==> config.mk <==
export PLATFORM = sky130hd
export DESIGN_NAME = escaped_rle_run_decoder
export DESIGN_NICKNAME = d
export VERILOG_FILES = /design/src/erle_pkg.sv /design/src/erle_front.sv /design/src/erle_queue.sv /design/src/erle_back.sv /design/src/escaped_rle_run_decoder.sv
export SDC_FILE = /design/constraint.sdc
export NUM_CORES = 1
export LEC_CHECK = 0
export BUFFER_PORTS_ARGS = -buffer_cell sky130_fd_sc_hd__buf_2
export CORE_UTILIZATION = 55
export DETAILED_ROUTE_END_ITERATION = 10
export PLACE_DENSITY = 0.75
export SLEW_MARGIN = 10
export SYNTH_ARGS = -nofsm -noshare
export SYNTH_HDL_FRONTEND = slang
export SYNTH_HIERARCHICAL = 1
export SYNTH_SLANG_ARGS = --single-unit
==> constraint.sdc <==
create_clock -name clk -period 6 [get_ports clk]
set_clock_uncertainty 0.2 [all_clocks]
set_input_delay 1.2 -clock clk [delete_from_list [all_inputs] [get_ports clk]]
set_output_delay 1.2 -clock clk [all_outputs]
set_load 0.02 [all_outputs]
==> src/erle_pkg.sv <==
`timescale 1ns / 1ps
// ----------------------------------------------------------------------------
// erle_pkg
// Shared types and constants for the escaped run-length run decoder.
// ----------------------------------------------------------------------------
package erle_pkg;

  localparam int SYM_W = 8;
  localparam int LEN_W = 16;

  localparam logic [SYM_W-1:0] ESC_BYTE   = 8'h5C;  // backslash
  localparam logic [SYM_W-1:0] NUL_BYTE   = 8'h00;
  localparam logic [SYM_W-1:0] DIGIT_ZERO = 8'h30;
  localparam logic [SYM_W-1:0] DIGIT_NINE = 8'h39;
  localparam logic [LEN_W-1:0] LEN_MAX    = 16'hFFFF;

  // Queue between the front and the back
  localparam int QUEUE_DEPTH = 4;
  localparam int QPTR_W      = $clog2(QUEUE_DEPTH);

  // One run descriptor
  typedef struct packed {
    logic [SYM_W-1:0] sym;
    logic [LEN_W-1:0] len;
  } run_t;

  // All runs caused by one input byte; the first run is always present
  typedef struct packed {
    run_t first;
    logic has_second;
    run_t second;
  } run_pair_t;

  // Queue status seen by the front and the back
  typedef struct packed {
    logic full;
    logic valid;
  } queue_status_t;

endpackage

==> src/erle_front.sv <==
`timescale 1ns / 1ps
// ----------------------------------------------------------------------------
// erle_front
// Accepts encoded bytes, tracks symbol, count and escape state, and pushes
// the runs that each byte closes into the queue.
// ----------------------------------------------------------------------------
module erle_front import erle_pkg::*; #(
  parameter int COUNT_WIDTH = 16
) (
  input  logic             clk,
  input  logic             rst,
  input  logic             in_valid,
  output logic             in_ready,
  input  logic [SYM_W-1:0] in_byte,
  input  logic             stream_end,
  input  queue_status_t    q_status,
  output logic             push,
  output run_pair_t        push_data
);

  localparam int CW    = COUNT_WIDTH;
  localparam int MULW  = CW + 4;
  localparam int WIDEW = (CW > LEN_W) ? CW : LEN_W;
  localparam logic [CW-1:0] COUNT_MAX = {CW{1'b1}};

  logic [SYM_W-1:0] pending_symbol, pending_symbol_next;
  logic [CW-1:0]    count_value, count_value_next;
  logic             count_seen, count_seen_next;
  logic             escape_pending, escape_pending_next;

  // State after the byte itself, before an end-of-stream flush
  logic [SYM_W-1:0] mid_sym;
  logic [CW-1:0]    mid_cnt;
  logic             mid_seen;
  logic             mid_esc;

  logic             r0_v, r1_v;
  run_t             r0, r1;
  logic             is_digit;
  logic [MULW-1:0]  cnt_x10;
  logic             accept;

  // Length of a flushed run, saturated to the output width
  function automatic logic [LEN_W-1:0] sat_len(input logic [CW-1:0] c);
    logic [WIDEW-1:0] wide;
    wide = WIDEW'(c);
    return (wide > WIDEW'(LEN_MAX)) ? LEN_MAX : wide[LEN_W-1:0];
  endfunction

  // A pending run is emitted unless nothing is pending or its count is zero
  function automatic logic flush_valid(input logic [SYM_W-1:0] s,
                                       input logic [CW-1:0] c,
                                       input logic seen);
    return (s != NUL_BYTE) && !(seen && (c == '0));
  endfunction

  function automatic run_t flush_run(input logic [SYM_W-1:0] s,
                                     input logic [CW-1:0] c,
                                     input logic seen);
    run_t r;
    r.sym = s;
    r.len = seen ? sat_len(c) : LEN_W'(1);
    return r;
  endfunction

  assign in_ready = !q_status.full;
  assign accept   = in_valid && in_ready;
  assign is_digit = (in_byte >= DIGIT_ZERO) && (in_byte <= DIGIT_NINE);
  // count * 10 + digit, by shift and add
  assign cnt_x10  = (MULW'(count_value) << 3) + (MULW'(count_value) << 1)
                    + MULW'(in_byte - DIGIT_ZERO);

  // Classify the byte
  always_comb begin
    mid_sym  = pending_symbol;
    mid_cnt  = count_value;
    mid_seen = count_seen;
    mid_esc  = escape_pending;
    r0_v     = 1'b0;
    r0       = '{sym: in_byte, len: LEN_W'(1)};
    r1_v     = 1'b0;
    r1       = '{sym: in_byte, len: LEN_W'(1)};
    if (escape_pending) begin
      // escaped byte: literal run of one
      mid_esc = 1'b0;
      r0_v    = 1'b1;
      r0      = '{sym: in_byte, len: LEN_W'(1)};
    end else if (in_byte == ESC_BYTE) begin
      r0_v     = flush_valid(pending_symbol, count_value, count_seen);
      r0       = flush_run(pending_symbol, count_value, count_seen);
      mid_sym  = NUL_BYTE;
      mid_cnt  = '0;
      mid_seen = 1'b0;
      mid_esc  = 1'b1;
    end else if (pending_symbol == NUL_BYTE) begin
      mid_sym  = in_byte;
      mid_cnt  = '0;
      mid_seen = 1'b0;
    end else if (is_digit) begin
      mid_cnt  = (cnt_x10 > MULW'(COUNT_MAX)) ? COUNT_MAX : cnt_x10[CW-1:0];
      mid_seen = 1'b1;
    end else begin
      r0_v     = flush_valid(pending_symbol, count_value, count_seen);
      r0       = flush_run(pending_symbol, count_value, count_seen);
      mid_sym  = in_byte;
      mid_cnt  = '0;
      mid_seen = 1'b0;
    end

    // End of stream flushes and returns to the reset state
    if (stream_end) begin
      r1_v = flush_valid(mid_sym, mid_cnt, mid_seen);
      r1   = flush_run(mid_sym, mid_cnt, mid_seen);
      pending_symbol_next = NUL_BYTE;
      count_value_next    = '0;
      count_seen_next     = 1'b0;
      escape_pending_next = 1'b0;
    end else begin
      pending_symbol_next = mid_sym;
      count_value_next    = mid_cnt;
      count_seen_next     = mid_seen;
      escape_pending_next = mid_esc;
    end
  end

  // Pack the runs so the first slot is always used
  always_comb begin
    push                 = accept && (r0_v || r1_v);
    push_data.first      = r0_v ? r0 : r1;
    push_data.has_second = r0_v && r1_v;
    push_data.second     = r1;
  end

  always_ff @(posedge clk) begin
    if (rst) begin
      pending_symbol <= NUL_BYTE;
      count_value    <= '0;
      count_seen     <= 1'b0;
      escape_pending <= 1'b0;
    end else if (accept) begin
      pending_symbol <= pending_symbol_next;
      count_value    <= count_value_next;
      count_seen     <= count_seen_next;
      escape_pending <= escape_pending_next;
    end
  end

endmodule

==> src/erle_queue.sv <==
`timescale 1ns / 1ps
// ----------------------------------------------------------------------------
// erle_queue
// Small register FIFO of run pairs between the front and the back.
// ----------------------------------------------------------------------------
module erle_queue import erle_pkg::*; (
  input  logic          clk,
  input  logic          rst,
  input  logic          push,
  input  run_pair_t     push_data,
  input  logic          pop,
  output run_pair_t     head,
  output queue_status_t status
);

  run_pair_t         entries [QUEUE_DEPTH];
  logic [QPTR_W-1:0] wr_ptr;
  logic [QPTR_W-1:0] rd_ptr;
  logic [QPTR_W:0]   fill;

  assign status.full  = (fill == (QPTR_W+1)'(QUEUE_DEPTH));
  assign status.valid = (fill != '0);
  assign head         = entries[rd_ptr];

  // Storage
  always_ff @(posedge clk) begin
    if (push) begin
      entries[wr_ptr] <= push_data;
    end
  end

  // Pointers and fill level
  always_ff @(posedge clk) begin
    if (rst) begin
      wr_ptr <= '0;
      rd_ptr <= '0;
      fill   <= '0;
    end else begin
      if (push) wr_ptr <= wr_ptr + 1'b1;
      if (pop)  rd_ptr <= rd_ptr + 1'b1;
      if (push && !pop) begin
        fill <= fill + 1'b1;
      end else if (pop && !push) begin
        fill <= fill - 1'b1;
      end
    end
  end

endmodule

==> src/erle_back.sv <==
`timescale 1ns / 1ps
// ----------------------------------------------------------------------------
// erle_back
// Takes run pairs from the queue and sends their runs one per request
// through an output register, marking the last run of each byte.
// ----------------------------------------------------------------------------
module erle_back import erle_pkg::*; (
  input  logic             clk,
  input  logic             rst,
  input  run_pair_t        head,
  input  queue_status_t    q_status,
  output logic             pop,
  output logic             out_valid,
  input  logic             out_ready,
  output logic [SYM_W-1:0] out_sym,
  output logic [LEN_W-1:0] out_len,
  output logic             out_last
);

  logic sel;   // 1 while the second run of the head entry is next
  logic load;

  assign load = !out_valid || out_ready;
  assign pop  = load && q_status.valid && (sel || !head.has_second);

  // Control
  always_ff @(posedge clk) begin
    if (rst) begin
      out_valid <= 1'b0;
      sel       <= 1'b0;
    end else if (load) begin
      out_valid <= q_status.valid;
      if (q_status.valid) begin
        sel <= !sel && head.has_second;
      end
    end
  end

  // Output payload
  always_ff @(posedge clk) begin
    if (load && q_status.valid) begin
      if (sel) begin
        out_sym  <= head.second.sym;
        out_len  <= head.second.len;
        out_last <= 1'b1;
      end else begin
        out_sym  <= head.first.sym;
        out_len  <= head.first.len;
        out_last <= !head.has_second;
      end
    end
  end

endmodule

==> src/escaped_rle_run_decoder.sv <==
`timescale 1ns / 1ps
// ----------------------------------------------------------------------------
// escaped_rle_run_decoder
// Decodes an escaped, decimal-count run-length byte stream into run
// descriptors (symbol, length).
// ----------------------------------------------------------------------------
// Accepts one encoded byte per cycle while the queue is not full. The front
// updates symbol, count and escape state in the cycle a byte is taken and
// pushes the runs that byte closes into a 4-entry queue; the back sends one
// run per cycle, when the output is not stalled, through an output register;
// each run passes through a queue entry and then the output register. A byte
// that closes two runs (a new symbol on the final byte) sends them one after
// the other; the queue absorbs these, and input stalls only when the queue
// fills. Run counts are held in COUNT_WIDTH bits and saturate; run_length
// saturates at 65535. m_axis_tlast marks the last run of a byte.
// ----------------------------------------------------------------------------
module escaped_rle_run_decoder import erle_pkg::*; #(
  parameter int COUNT_WIDTH = 16
) (
  input  logic        clk,
  input  logic        rst,
  input  logic        s_axis_tvalid,
  output logic        s_axis_tready,
  input  logic [7:0]  s_axis_tdata,   // [7:0] in_byte
  input  logic        s_axis_tlast,   // stream_end
  output logic        m_axis_tvalid,
  input  logic        m_axis_tready,
  output logic [23:0] m_axis_tdata,   // [7:0] run_symbol, [23:8] run_length
  output logic        m_axis_tlast    // last_of_item
);

  queue_status_t    q_status;
  logic             push;
  logic             pop;
  run_pair_t        push_data;
  run_pair_t        head;
  logic [SYM_W-1:0] out_sym;
  logic [LEN_W-1:0] out_len;

  erle_front #(
    .COUNT_WIDTH(COUNT_WIDTH)
  ) u_front (
    .clk        (clk),
    .rst        (rst),
    .in_valid   (s_axis_tvalid),
    .in_ready   (s_axis_tready),
    .in_byte    (s_axis_tdata),
    .stream_end (s_axis_tlast),
    .q_status   (q_status),
    .push       (push),
    .push_data  (push_data)
  );

  erle_queue u_queue (
    .clk       (clk),
    .rst       (rst),
    .push      (push),
    .push_data (push_data),
    .pop       (pop),
    .head      (head),
    .status    (q_status)
  );

  erle_back u_back (
    .clk       (clk),
    .rst       (rst),
    .head      (head),
    .q_status  (q_status),
    .pop       (pop),
    .out_valid (m_axis_tvalid),
    .out_ready (m_axis_tready),
    .out_sym   (out_sym),
    .out_len   (out_len),
    .out_last  (m_axis_tlast)
  );

  assign m_axis_tdata = {out_len, out_sym};

endmodule

==> impl_metrics.tcl, run 1 <==
set metrics [dict create \
    worst-slew-pin-transition_ns 1.02 \
    rows 53 \
    slew_headroom_pct 32.0 \
    path_max_fanout 9 \
    critical_path_class "in -> reg" \
    hold_viol 0 \
    cts.sinks 258 \
    setup_viol 0 \
    synth.top_cells.by_area "edfxtp_1, mux4_2, dfxtp_1" \
    cts_max_path_buffers 3 \
    initial_core_util_pct 56.4 \
    arrival_ns 5.94 \
    ir_worst_vdd_v 0.000274 \
    clock_latency_ns 0.52 \
    drive_above_1_share_pct 26.5 \
    avgRoutedWirePerCell_um 20.7 \
    r2r-start "u_front/count_value[2]" \
    drv_slew 0 \
    ctsHoldBuffers 0 \
    ant_nets 0 \
    syn_nets 809 \
    ys.flop_type "edfxtp_1" \
    crit_path_start_kind "input port" \
    viasPerCell 6.12 \
    p_leak_nw 4.89 \
    synth-seq-cells 258 \
    outcome "finished clean" \
    synth_area_mm2 0.0119 \
    dp_slack_ns -0.246 \
    crit_start "s_axis_tdata[4]" \
    worst_slack_ns 0.304 \
    grt.overflow.total 0 \
    required_ns 6.24 \
    gp_congestion 0.983 \
    post_cts_buffers 0 \
    root_buffer "clkbuf_16" \
    route.detailed.drc 0 \
    diodes 0 \
    fin_crit_sh_pct 94.9 \
    endpoint_kind "flop" \
    vias 6990 \
    synth_top_cell_area_share_pct 55.7 \
    routed_wl_um 23700 \
    hold_start "u_back/out_valid" \
    final_cell_mix "edfxtp_1, buf_4, a22o_1, mux4_2, buf_2" \
    fillCellCount 1471 \
    port_buffers 39 \
    coreArea_mm2 0.0211 \
    antenna_found_initial 0 \
    synth_warnings 6 \
    ys_seq_area_share_pct 62.0 \
    min_period_ns 5.70 \
    reg2regPathDepth 18 \
    rsz0062_at_grt "no" \
    grt_usage_pct 22.3 \
    ios 40 \
    cap_violations 0 \
    cts_made_buffers 25 \
    dpl_cell_area_mm2 0.0128 \
    fin_area_mm2 0.0135 \
    synthDistinctLibCells 65 \
    cts_repair_resize_count 0 \
    final_common_cell "edfxtp_1" \
    netlist_instances 752 \
    die_w_um 149 \
    fmax_mhz 176 \
    area_growth_pct 13.7 \
    hold_depth 2 \
    cts_tree "built" \
    hold_path_class "reg -> reg" \
    synthArstFlopShare_pct 0 \
    r2r_setup_slack_ns 0.96 \
    htree_levels 1 \
    grt_pass1_vias 7152 \
    hpwl_um 16000 \
    drt_iter0_drc 672 \
    die-area_mm2 0.0222 \
    final_core_util_pct 64.2 \
    r2r_end "u_queue/fill[2]" \
    clk_pin_slew_ns 0.06 \
    grt_max_degree 50 \
    syn_area_per_cell_um2 15.8 \
    synth-edff-count 221 \
    fin_nets 907 \
    hold_end "u_back/out_valid" \
    die_h_um 149 \
    power.density_mw_per_mm2 381 \
    drtPass1Iterations 5 \
    grt_pass1_wl_um 38000 \
    yosys.area.top_type "edfxtp_1" \
]
==> report_power, final <==
| group | internal [W] | switching, W | total (W) |
|---|---|---|---|
| Combinational | 0.000644 | 0.000639 | 0.00128 |
| Clock | 0.000810 | 0.000624 | 0.00143 |
| Sequential | 0.00228 | 0.000159 | 0.00244 |
| Total | 0.00374 | 0.00142 | 0.00516 |
==> sequential cells by signal, summed over array words and instances, names as in the netlist, named ones only <==
name	cells
u_back/out_len	16
u_front/count_seen	1
u_front/count_value	16
u_front/escape_pending	1
u_front/pending_symbol	8
u_queue/entries	196
u_back/out_last	1
u_back/out_valid	1
u_queue/wr_ptr	2
u_queue/fill	3
u_queue/rd_ptr	2
u_back/out_sym	8
u_back/sel	1
==> metrics by stage <==
step / total power, W / hold WS (ns) / setup TNS, ns / instances
2_1_floorplan: 0.00346 / 0.261 / 0 / 752
5_1_grt: 0.00539 / 0.357 / 0 / 1143
3_5_place_dp: 0.00378 / 0.317 / -5.07 / 1098
4_1_cts: 0.00521 / 0.328 / 0 / 1143
3_3_place_gp: 0.00373 / 0.273 / -0.149 / 1098
6_report: 0.00516 / 0.332 / 0 / 1143
==> final cells by class <==
cell class | instances | area (um^2) | share of cell area [%]
Sequential cell | 258 | 7380 | 54.6
Multi-Input combinational cell | 433 | 4200 | 31.0
Timing Repair Buffer | 108 | 763 | 5.64
Clock buffer | 30 | 644 | 4.76
Tap cell | 275 | 344 | 2.54
Clock inverter | 15 | 104 | 0.767
Inverter | 24 | 92.6 | 0.684
==> cells in the mapped netlist (12+ instances only) <==
cell type / instances
a21oi_1: 27
a22o_1: 48
clkbuf_1: 15
dfxtp_1: 37
edfxtp_1: 221
fa_1: 16
ha_1: 28
inv_1: 23
mux2_4: 19
mux4_2: 47
nand2_1: 38
nand3_1: 14
nor2_1: 35
xor2_1: 12
==> how the worst max path moves through the flow <==
| stage | end | slack, ns | depth (start not counted) |
|---|---|---|---|
| 2_1_floorplan | u_queue/fill[2] | 0.07 | 20 |
| 3_3_place_gp | u_queue/fill[2] | -0.09 | 20 |
| 3_5_place_dp | u_queue/fill[2] | -0.25 | 21 |
| 4_1_cts | u_queue/fill[2] | 0.27 | 21 |
| 5_1_grt | u_queue/fill[2] | 0.02 | 21 |
| 6_report | u_queue/fill[2] | 0.30 | 21 |
==> routing by layer <==
layer  wire (um)  track usage (%)  part of all wire [%]
met5           0                0                     0
met4         408             6.68                   1.7
met3        1650             2.54                   7.0
met2       11300             36.0                    48
met1       10300             32.1                    44
==> worst max-delay path: stages <==
cell and delay [ns]:
buf_2 0.11, ha_1 0.20, or3_1 0.37, inv_4 0.16, fa_1 0.44, ha_1 0.36, a211oi_1 0.29, nor2_1 0.11
o21ai_1 0.18, o311ai_1 0.15, xor2_1 0.19, or4_1 0.56, o41ai_1 0.38, buf_4 0.17, a21oi_2 0.06, ha_1 0.23
inv_1 0.07, fa_1 0.17, xor2_1 0.07, or3_1 0.30, a21oi_1 0.15
==> kinds of logic after synthesis <==
group,synth area share (%)
muxes,13.0
adders and majority gates,5.63
and+or+nand+nor,5.99
DFF,62.0
xor gates and xnor gates,1.47
buffers and inverters,2.83
AOI/OAI and AO/OA,9.08
(Power assumes the default switching activity.)
==> inputs of run 2 (changes only) <==
--- a/config.mk
+++ b/config.mk
@@ -8,5 +8,7 @@
 export BUFFER_PORTS_ARGS = -buffer_cell sky130_fd_sc_hd__buf_2
-export CORE_UTILIZATION = 55
+export CELL_PAD_IN_SITES_DETAIL_PLACEMENT = 0
+export CELL_PAD_IN_SITES_GLOBAL_PLACEMENT = 1
+export CORE_UTILIZATION = 48
 export DETAILED_ROUTE_END_ITERATION = 10
-export PLACE_DENSITY = 0.75
+export PLACE_DENSITY_LB_ADDON = 0.1
 export SLEW_MARGIN = 10
==> constraint.sdc (replaced) <==
create_clock -name clk -period 6 [get_ports clk]
set_clock_uncertainty 0.2 [all_clocks]
set_input_delay 0.3 -clock clk [delete_from_list [all_inputs] [get_ports clk]]
set_output_delay 0.3 -clock clk [all_outputs]
set_load 0.02 [all_outputs]
==> run 2 against run 1 <==
Net effect: sequential share of layout area up 0.50 points; global-route usage down 1.8 points; via count down 3.1%; hold slack worse by 0.30 ns; die area up 14%; core utilization down 9.0 points; power up 2.2%; critical path depth up 2; cell count up 1.3%; critical path type unchanged.
==> impl_metrics.tcl, run 2 (same netlist as run 1, synthesis figures left out) <==
set metrics [dict create \
    outcome "finished clean" \
    hpwl_um 16900 \
    drive_above_1_share_pct 22.5 \
    hold_viol 0 \
    reg_top3 "u_queue/entries (196), u_back/out_len (16), u_front/count_value (16)" \
    fmax_mhz 177 \
    setup_viol 0 \
    final_core_util_pct 55.1 \
    arrival_ns 5.89 \
    area_growth_pct 12.6 \
    hold_start "s_axis_tdata[2]" \
    hold_depth 3 \
    root_buffer "clkbuf_16" \
    avgRoutedWirePerCell_um 21.7 \
    power_w 0.00527 \
    routed_wl_um 25100 \
    coreArea_mm2 0.0243 \
    die_h_um 159 \
    clock_latency_ns 0.53 \
    final_common_cell "edfxtp_1" \
    gp_congestion 0.877 \
    htree_levels 1 \
    cts_max_path_buffers 3 \
    crit_path_start_kind "input port" \
    critical_path_class "in -> reg" \
    grt_pass1_wl_um 40100 \
    cts_tree "built" \
    cts.sinks 258 \
    setup_tns_ns 0 \
    ios 40 \
    port_buffers 39 \
    cap_violations 0 \
    hold_path_class "in -> reg" \
    top_register "u_queue/entries" \
    clk_pin_slew_ns 0.06 \
    ant_nets 0 \
    path_max_fanout 10 \
    largest_register_ffs 196 \
    r2r_end "u_queue/fill[2]" \
    cts_made_buffers 27 \
    rows 57 \
    die-area_mm2 0.0254 \
    initial_core_util_pct 48.9 \
    grt.overflow.total 0 \
    p_leak_nw 4.73 \
    drtPass1Iterations 4 \
    route.detailed.drc 0 \
    r2r-start "u_front/count_value[2]" \
    grt_pass1_vias 7065 \
    final_cell_mix "edfxtp_1, a22o_1, mux4_2, buf_2, nand2_1" \
    power.density_mw_per_mm2 393 \
    endpoint_kind "flop" \
    fin_nets 870 \
    die_w_um 159 \
    fillCellCount 1946 \
    grt_usage_pct 20.5 \
    dp_slack_ns 0.336 \
    min_period_ns 5.64 \
    antenna_found_initial 1 \
    required_ns 6.25 \
    worst_slack_ns 0.363 \
    diodes 0 \
    drv_slew 0 \
    r2r_setup_slack_ns 0.72 \
    drt_iter0_drc 434 \
    viasPerCell 5.85 \
    ir_worst_vdd_v 0.000238 \
    worst-slew-pin-transition_ns 1.01 \
    grt_max_degree 50 \
    reg2regPathDepth 18 \
    hold_end "u_front/pending_symbol[2]" \
    fin_crit_sh_pct 94.0 \
    vias 6773 \
    slew_headroom_pct 32.7 \
]
==> run 2: cell types whose count changed in the layout (fill, tap and decap cells not counted), sizes merged <==
| cell | before | now |
|---|---|---|
| clkinv | 12 | 5 |
| buf | 108 | 61 |
| inv | 26 | 25 |
| bufinv | 1 | 0 |
| clkbuf | 30 | 43 |
| dlygate4sd3 | 0 | 8 |
| clkinvlp | 0 | 1 |
==> run 2: how the worst max path moves through the flow <==
stage	from	to	slack (ns)
after floorplan	s_axis_tdata[4]	u_queue/entries[0][0]	0.49
after global placement	s_axis_tdata[4]	u_queue/fill[2]	0.35
final	s_axis_tdata[4]	u_queue/fill[2]	0.36
after global routing	s_axis_tdata[4]	u_queue/fill[2]	-0.01
after detailed placement	s_axis_tdata[4]	u_queue/fill[2]	0.34
after CTS	s_axis_tdata[4]	u_queue/fill[2]	0.33
==> run 2: final cells by class <==
type	count	area (um^2)	share of cell area, %
Sequential cell	258	7380	55.1
Multi-Input combinational cell	433	4200	31.4
Clock buffer	43	787	5.87
Timing Repair Buffer	69	490	3.66
Tap cell	324	405	3.02
Inverter	24	90.1	0.672
Clock inverter	7	48.8	0.364
==> run 2: critical path, cell delays in order <==
cell and delay [ns]:
dlygate4sd3_1 0.53, buf_2 0.17, ha_1 0.25, or3_1 0.36, inv_1 0.08, buf_4 0.20, fa_1 0.44, ha_1 0.42
and3_1 0.25, nand2_1 0.10, a21o_1 0.21, a211oi_1 0.22, a211oi_1 0.10, or4_1 0.60, o41ai_1 0.36, buf_4 0.16
a21oi_1 0.10, ha_1 0.23, inv_1 0.07, fa_1 0.17, xor2_1 0.08, or3_1 0.31, a21oi_1 0.14
==> run 2: what timing repair did <==
action / in CTS / in global routing
endpoints found under the setup margin: 0 / 1
hold buffers: 8 / 0
endpoints found under the hold margin: 9 / 0
gates resized for setup: 0 / 1
setup buffers: 0 / 1
==> run 2: power by group <==
part	switching (W)	internal, W	leakage (nW)	total [W]
registers	0.0000692	0.00228	2.30	0.00235
logic	0.000745	0.000629	2.03	0.00137
clock network	0.000643	0.000902	0.406	0.00154
total	0.00146	0.00381	4.73	0.00527
==> run 2: per-layer routing <==
metal / vias to the layer above / global-route usage, % / part of all wire [%]
met5: - / 0 / 0
met4: 0 / 5.64 / 2.1
met3: 40 / 2.53 / 3.8
met2: 166 / 32.2 / 47
met1: 3461 / 30.1 / 47
li1: 3106 / - / -
==> run 2: stage by stage <==
stage	hold WS, ns	area [um^2]	std cells
floorplan	0.169	11900	752
global placement	0.271	12500	1099
detailed placement	0.293	12500	1099
CTS	0.00717	13400	1157
global route	0.0392	13400	1158
finish	0.0357	13400	1158
==> inputs of run 3 (changes only) <==
Settings changed: CORE_UTILIZATION 48 to 53.
Clock period 6 ns to 5.52 ns, I/O delays scaled along.
==> run 3 against run 2 <==
Net effect: first-iteration DRC count down 0.69%; hold slack better by 0.028 ns; setup slack worse by 0.13 ns; sequential share of layout area down 0.37 points; cell count down 2.7%; final area up 0.68%; die area down 9.3%; non-clock buffer count up 13; core utilization up 6.5 points; global-route usage up 1.6 points; critical endpoint unchanged; largest cell class unchanged; largest power group unchanged.
==> impl_metrics.tcl, run 3 (same netlist as run 1, synthesis figures left out) <==
set metrics [dict create \
    setup_viol 0 \
    coreArea_mm2 0.0219 \
    reg_top3 "u_queue/entries (196), u_back/out_len (16), u_front/count_value (16)" \
    clkPwrFrac_pct 30.2 \
    drv_slew 0 \
    r2r_end "u_queue/fill[2]" \
    r2r_setup_slack_ns 0.25 \
    crit_start "s_axis_tdata[3]" \
    use_met3_pct 3.22 \
    fin_cells 1127 \
    hold_depth 3 \
    fin_nets 883 \
    p_sw_w 0.00159 \
    hold_end "u_queue/entries[2][22]" \
    drive_above_1_share_pct 23.3 \
    critical_path_class "in -> reg" \
    die_h_um 152 \
    clk_pin_slew_ns 0.06 \
    gr-usage-met1_pct 30.9 \
    switching_share_pct 27.4 \
    cpPeakStageDelay_ns 0.55 \
    power.share.combinational_pct 25.2 \
    viasPerCell 6.03 \
    largest_register_ffs 196 \
    grt_max_degree 50 \
    diodes 0 \
    cts_max_path_buffers 3 \
    routed_wl_um 24600 \
    p_leak_nw 4.83 \
    route.detailed.drc 0 \
    rows 54 \
    drt_iter0_drc 431 \
    antenna_found_initial 0 \
    path_max_fanout 7 \
    vias 6796 \
    path_cells "dlygate4sd3_1 -> buf_2 -> fa_1 -> fa_1 -> a211oi_1 -> o21ai_1 -> xnor2_1 -> nor4b_2 -> nand4_1 -> or4bb_1 -> o41ai_1 -> a21oi_1 -> ha_1 -> inv_1 -> fa_1 -> xor2_1 -> or3_1 -> a21oi_1" \
    slew_headroom_pct 48.0 \
    endpoint_kind "flop" \
    root_buffer "clkbuf_16" \
    drtPass1Iterations 5 \
    cts_made_buffers 27 \
    cap_violations 0 \
    arrival_ns 5.55 \
    hold_path_class "in -> reg" \
    min_period_ns 5.29 \
    reg2regPathDepth 16 \
    htree_levels 1 \
    grt_pass1_wl_um 39800 \
    ir_worst_vdd_v 0.000323 \
    die-area_mm2 0.0231 \
    cts.sinks 258 \
    avgRoutedWirePerCell_um 21.8 \
    gp_congestion 0.974 \
    final_core_util_pct 61.7 \
    numPlacedInstances 1065 \
    cts_tree "built" \
    grtUsageMet2_pct 36.4 \
    crit_top_cell "fa_1" \
    seqPwrFrac_pct 44.6 \
    busiest_layer "met2" \
    outcome "finished clean" \
    fin_crit_sh_pct 95.8 \
    hold_viol 0 \
    initial_core_util_pct 54.4 \
    cpMaxStageDelayCell "fa_1" \
    power.density_mw_per_mm2 430 \
    worst-slew-pin-transition_ns 0.780 \
    intPower_w 0.00421 \
    final_cell_mix "edfxtp_1, a22o_1, mux4_2, buf_2, nand2_1" \
    top_register "u_queue/entries" \
    die_w_um 152 \
    port_buffers 39 \
    fillCellCount 1663 \
    r2r-start "u_front/count_value[2]" \
    grt.overflow.total 0 \
    rsz0062_at_grt "no" \
    clock_latency_ns 0.54 \
    hpwl_um 16300 \
    grt_pass1_vias 7055 \
    grt_usage_pct 22.1 \
    final_common_cell "edfxtp_1" \
    crit_path_start_kind "input port" \
    ant_nets 0 \
    required_ns 5.78 \
    hold_start "s_axis_tdata[6]" \
    fmax_mhz 189 \
    area_growth_pct 13.4 \
    ios 40 \
]
-- run 3: layer usage --
metal	share of wire, %	vias up
met5	0	-
met4	2.3	0
met3	4.1	46
met2	49	164
met1	45	3465
li1	-	3121
-- run 3: what timing repair did --
item,CTS,global route
hold buffers,12,0
gates resized for setup,0,1
setup endpoints to repair,0,2
endpoints found under the hold margin,15,0
buffers inserted,0,0
-- run 3: worst max-delay path by stage --
stage / depth (start not counted) / slack, ns / to
after global placement: 22 / -0.31 / u_queue/fill[2]
after global routing: 16 / 0.004 / u_queue/fill[2]
after floorplan: 15 / 0.03 / u_queue/entries[0][0]
final: 18 / 0.23 / u_queue/fill[2]
after detailed placement: 22 / -0.30 / u_queue/fill[2]
after CTS: 16 / 0.08 / u_queue/fill[2]
-- run 3: area by class of cell --
class | count | area, um^2 | share of cell area, %
clock buffers | 44 | 801 | 5.93
clock inverters | 6 | 73.8 | 0.547
inverters | 24 | 90.1 | 0.667
multi-input cells | 433 | 4200 | 31.1
flip-flops and latches | 258 | 7380 | 54.7
well taps | 280 | 350 | 2.60
repair buffers | 82 | 598 | 4.43
-- run 3: power by group through the flow --
stage	combinational, W	clock [W]	sequential [W]
after floorplan	0.00104	0	0.00272
after global placement	0.00145	0	0.00262
after detailed placement	0.00148	0	0.00263
after CTS	0.00149	0.00180	0.00259
after global routing	0.00158	0.00187	0.00262
final	0.00146	0.00175	0.00259
-- run 3: worst max-delay path: cells and delay by family --
kind,cells,cell delay [ns]
adder cells (fa/ha/maj),4,1.48
AND/OR/NAND/NOR,4,1.38
AO/OA/AOI/OAI,5,1.20
buffers and inverters,3,0.80
XOR/XNOR,2,0.40
-- run 3: stage by stage --
stage	hold slack (ns)	setup WS [ns]	cell area [um^2]	setup TNS, ns	power (W)
3_5_place_dp	0.314	-0.300	12500	-16.98	0.00411
2_1_floorplan	0.145	0.0336	11900	0	0.00377
6_report	0.0639	0.234	13500	0	0.00581
4_1_cts	0.0290	0.0816	13500	0	0.00588
3_3_place_gp	0.275	-0.312	12500	-31.43	0.00407
5_1_grt	0.0687	0.00415	13500	0	0.00607
